===== src/hw/rtl/slf_pkg.sv =====
// Shared types, constants and the quarter-wave sine function for the flanger.
package slf_pkg;

   // Field and port widths
   localparam int SAMPLE_W    = 16;
   localparam int OUT_W       = 17;
   localparam int REQ_TDATA_W = 16;
   localparam int RSP_TDATA_W = 24;
   localparam int SPAN_W      = 12;
   localparam int PHASE_W     = 32;
   localparam int WEIGHT_W    = 17;
   localparam int DELAY_W     = 13;
   localparam int PROD_W      = SPAN_W + WEIGHT_W;
   localparam int CSR_IDX_W   = 1;
   localparam int CSR_DATA_W  = 32;

   // Parameter defaults
   localparam int HISTORY_DEPTH_DEF   = 1024;
   localparam int SINE_TABLE_BITS_DEF = 8;

   // Q16 one half, used as weight bias and as rounding term
   localparam logic [WEIGHT_W-1:0] HALF_Q16 = 17'd32768;

   // Polynomial coefficients of the quarter-wave curve, Q16
   localparam logic [63:0] SIN_A = 64'd102944;
   localparam logic [63:0] SIN_B = 64'd42047;
   localparam logic [63:0] SIN_C = 64'd4640;

   // Register indexes
   typedef enum logic [CSR_IDX_W-1:0] {
      CSR_DELAY_SPAN = 1'b0,
      CSR_PHASE_STEP = 1'b1
   } csr_index_type;

   // Quarter-wave sine, x in Q16 within 0..65536, result Q15 within 0..32768.
   // Only called with constant arguments to build the table.
   function automatic logic [SAMPLE_W-1:0] quarter_sine(input logic [16:0] x);
      logic [63:0] xx;
      logic [63:0] t;
      logic [63:0] u;
      logic [63:0] s;
      xx = (64'(x) * 64'(x)) >> 16;
      t  = SIN_B - ((xx * SIN_C) >> 16);
      u  = SIN_A - ((xx * t) >> 16);
      s  = (64'(x) * u + 64'd65536) >> 17;
      if (s > 64'd32768) begin
         s = 64'd32768;
      end
      return s[SAMPLE_W-1:0];
   endfunction

endpackage


===== src/hw/rtl/slf_sine_rom.sv =====
// Sine table lookup: phase index to Q16 delay weight (1 + sin) / 2.
module slf_sine_rom import slf_pkg::*; #(
   parameter int SINE_TABLE_BITS = SINE_TABLE_BITS_DEF
) (
   input  logic [SINE_TABLE_BITS-1:0] phase_idx,
   output logic [WEIGHT_W-1:0]        weight
);

   localparam int QW     = 1 << (SINE_TABLE_BITS - 2);
   localparam int LUT_AW = SINE_TABLE_BITS - 1;
   localparam int XSHIFT = 18 - SINE_TABLE_BITS;

   logic [SAMPLE_W-1:0] lut [QW+1];
   logic [1:0]                  quad;
   logic [SINE_TABLE_BITS-3:0]  rem;
   logic [LUT_AW-1:0]           lut_idx;
   logic [SAMPLE_W-1:0]         mag;

   // Build the quarter-wave table from constants, one entry past the quarter
   for (genvar g = 0; g <= QW; g++) begin : g_lut
      assign lut[g] = quarter_sine(17'(g << XSHIFT));
   end

   // Fold the phase into the first quadrant, then apply the sign as a bias
   always_comb begin
      quad    = phase_idx[SINE_TABLE_BITS-1 -: 2];
      rem     = phase_idx[SINE_TABLE_BITS-3:0];
      lut_idx = quad[0] ? (LUT_AW'(QW) - {1'b0, rem}) : {1'b0, rem};
      mag     = lut[lut_idx];
      weight  = quad[1] ? (HALF_Q16 - {1'b0, mag}) : (HALF_Q16 + {1'b0, mag});
   end

endmodule


===== config.mk =====
export PLATFORM = sky130hd
export DESIGN_NAME = slf_sine_rom
export DESIGN_NICKNAME = d
export VERILOG_FILES = /design/src/hw/rtl/slf_pkg.sv /design/src/hw/rtl/slf_sine_rom.sv
export SDC_FILE = /design/constraint.sdc
export NUM_CORES = 1
export LEC_CHECK = 0
export ABC_AREA = 1
export BUFFER_PORTS_ARGS = -buffer_cell sky130_fd_sc_hd__buf_4
export CAP_MARGIN = 20
export CORE_AREA = 8 8 81 83
export DETAILED_ROUTE_END_ITERATION = 10
export DIE_AREA = 0 0 89 91
export GPL_TIMING_DRIVEN = 0
export PLACE_DENSITY = 0.69
export SLEW_MARGIN = 20
export SYNTH_ARGS = -nofsm -noshare
export SYNTH_HDL_FRONTEND = slang
export SYNTH_SLANG_ARGS = --single-unit

===== constraint.sdc =====
create_clock -name vclk -period 2.99
set_input_delay 0 -clock vclk [all_inputs]
set_output_delay 0 -clock vclk [all_outputs]
set_load 0.1 [all_outputs]

==> flow_summary_export.csv <==
group,metric,value,unit
floorplan,coreArea,0.005338,mm2
layout,area_growth,27.36,%
sta,slew_violations,0,
detailed_routing,first_iter_violations,244,
power,p_leak,0.001560,uW
sta,setup_viol,0,
worst_setup_path,required,2990,ps
sta,max_freq,356.0,MHz
detailed_routing,vias,3062,
detailed_routing,remaining_drc_errors,0,
synth,syn_area_per_cell,4.971,um2
power,peakVddDrop,266.9,uV
sta,setup_ws,181.2,ps
worst_setup_path,critPathKind,"primary input to output port",
floorplan,num_rows,27,
worst_setup_path,cp-start-kind,"primary input",
grt,grtUsageTotal,0.2102,
grt,first_global_vias,2883,
synth,synth_cells,447,
layout,mostFrequentLayoutCell,"nand2_1",
worst_setup_path,cp_max_fo,12,
power,pwr_density_cell,415.3,mW/mm2
sta,finalHoldWorstSlack,510.0,ps
layout,flops_and_latches,0,
sta,finalCriticalPeriod,2809,ps
placed_design,preCtsSetupSlack,-624.0,ps
placed_design,io_buffer_count,23,
grt,grt_first_pass_wirelength,14.02,mm
grt,grt_max_degree,13,
detailed_routing,drt_wl_total,8.779,mm
synth,yosysWarnings,0,
detailed_routing,wl_per_cell,16.05,um
sta,relSlewSlack,0.6787,
flow_run,maxCapViolCount,0,
layout,seqCellArea,0,um2
layout,most-common-layout-cells,"192 x nand2_1, 81 x nand3_1, 35 x inv_1",
layout,clock_buffers,0,
synth,synth_area,0.002222,mm2
floorplan,initial_utilization,0.4163,
worst_hold_path,worstHoldPathType,"primary input to output port",
synth,synth_nets,471,
sta,tightest_slew,482.0,ps
floorplan,die_w,89,um
worst_setup_path,end_kind,"output port",
worst_setup_path,cp.arrival,2810,ps
layout,antennaDiodeCount,0,
sta,post-route-period-util,0.9394,
cts,ctsHoldBuffers,0,
floorplan,io_pins,25,
grt,gr-total-overflow,0,
detailed_routing,first_pass_iters,5,
placed_design,gp_congestion,1.019,
floorplan,dieArea,0.008099,mm2
synth,seq_area_frac_synth,0,
synth,ys_types,27,
detailed_routing,avgViaCountPerCell,5.598,
layout,nNetsFinal,501,
sta,timing.final.hold_violations,0,
layout,final_core_utilization,0.5302,
layout,drive_gt1_frac,0.2316,
placed_design,dp_hpwl,6.576,mm
grt,antenna_found_initial,0,
floorplan,dieHeight,91,um
outcome,status,"complete, no violations",
detailed_routing,drtAntennaViolNets,0,
==> critical path, stage by stage <==
cell and delay (ps):
buf_6 130, inv_4 90, ha_1 290, nand2_1 80, nand2_4 120, clkinvlp_4 170, ha_4 330, nand3_4 110
nand2_1 100, inv_1 40, nand2_1 40, nand3_1 60, nand2_1 80, nand2_1 60, nand3_2 130, ha_4 160
nand3_1 130, o21ai_4 230, xor2_4 150, buf_4 300
==> layer usage <==
layer,global-route usage,up-vias,share of wire
met2,0.3618,183,0.47
li1,-,1484,-
met3,0.02432,31,0.092
met4,0.07212,0,0.032
met1,0.2586,1364,0.40
met5,0,-,0
==> path summary, 6_finish.rpt <==
| path | start | depth (start not counted) | to |
|---|---|---|---|
| setup / recovery | phase_idx[0] | 20 | weight[6] |
| hold / removal | phase_idx[7] | 4 | weight[8] |
==> kinds of logic (layout without fill, tap and decap cells) <==
kind of cell	after synthesis	in the layout	synth area share
compound gates	19	19	0.04843
fa+ha+maj	16	16	0.09009
simple gates	343	343	0.6943
buf+inv	63	91	0.1436
xor+xnor	6	6	0.02365
==> cells in the mapped netlist, drive strengths merged <==
library cell | number | area (um2)
or2 | 2 | 12.52
a21oi | 6 | 30.03
nand3b | 2 | 15.01
nor4 | 1 | 6.260
nand3 | 96 | 520.5
nor3 | 2 | 15.01
inv | 40 | 150.1
nor2 | 22 | 92.58
nand2 | 209 | 824.5
nand4 | 9 | 56.30
buf | 23 | 168.9
xor2 | 6 | 52.55
ha | 16 | 200.2
a31oi | 1 | 6.260
o21ai | 12 | 71.32
==> through the flow <==
stage	instance area (um2)	setup TNS, ps	std cells	total power (uW)
finish	2830	0	547	1175
global route	2830	-49.74	547	1252
CTS	2676	-5.272	546	1114
detailed placement	2576	-6200	542	1071
global placement	2576	-5658	542	1071
floorplan	2313	-54.90	447	848.4
==> repair_timing <==
item,CTS,global route
resized for setup,18,30
pin swaps,1,4
setup endpoints to repair,16,11
buffers inserted,4,1
==> final cells by class <==
type	count	area [um2]
repair buffers	28	271.5
well taps	72	90.09
multi-input cells	384	2140
fillers	610	2507
inverters	40	156.4
plain buffers	23	172.7
==> power by group <==
group          switching [uW]  total [uW]  internal (uW)  leakage, uW
combinational             851        1180            325      0.00156
clock                       0           0              0            0
sequential                  0           0              0            0
Note: power is estimated with default switching activity, not from simulation.
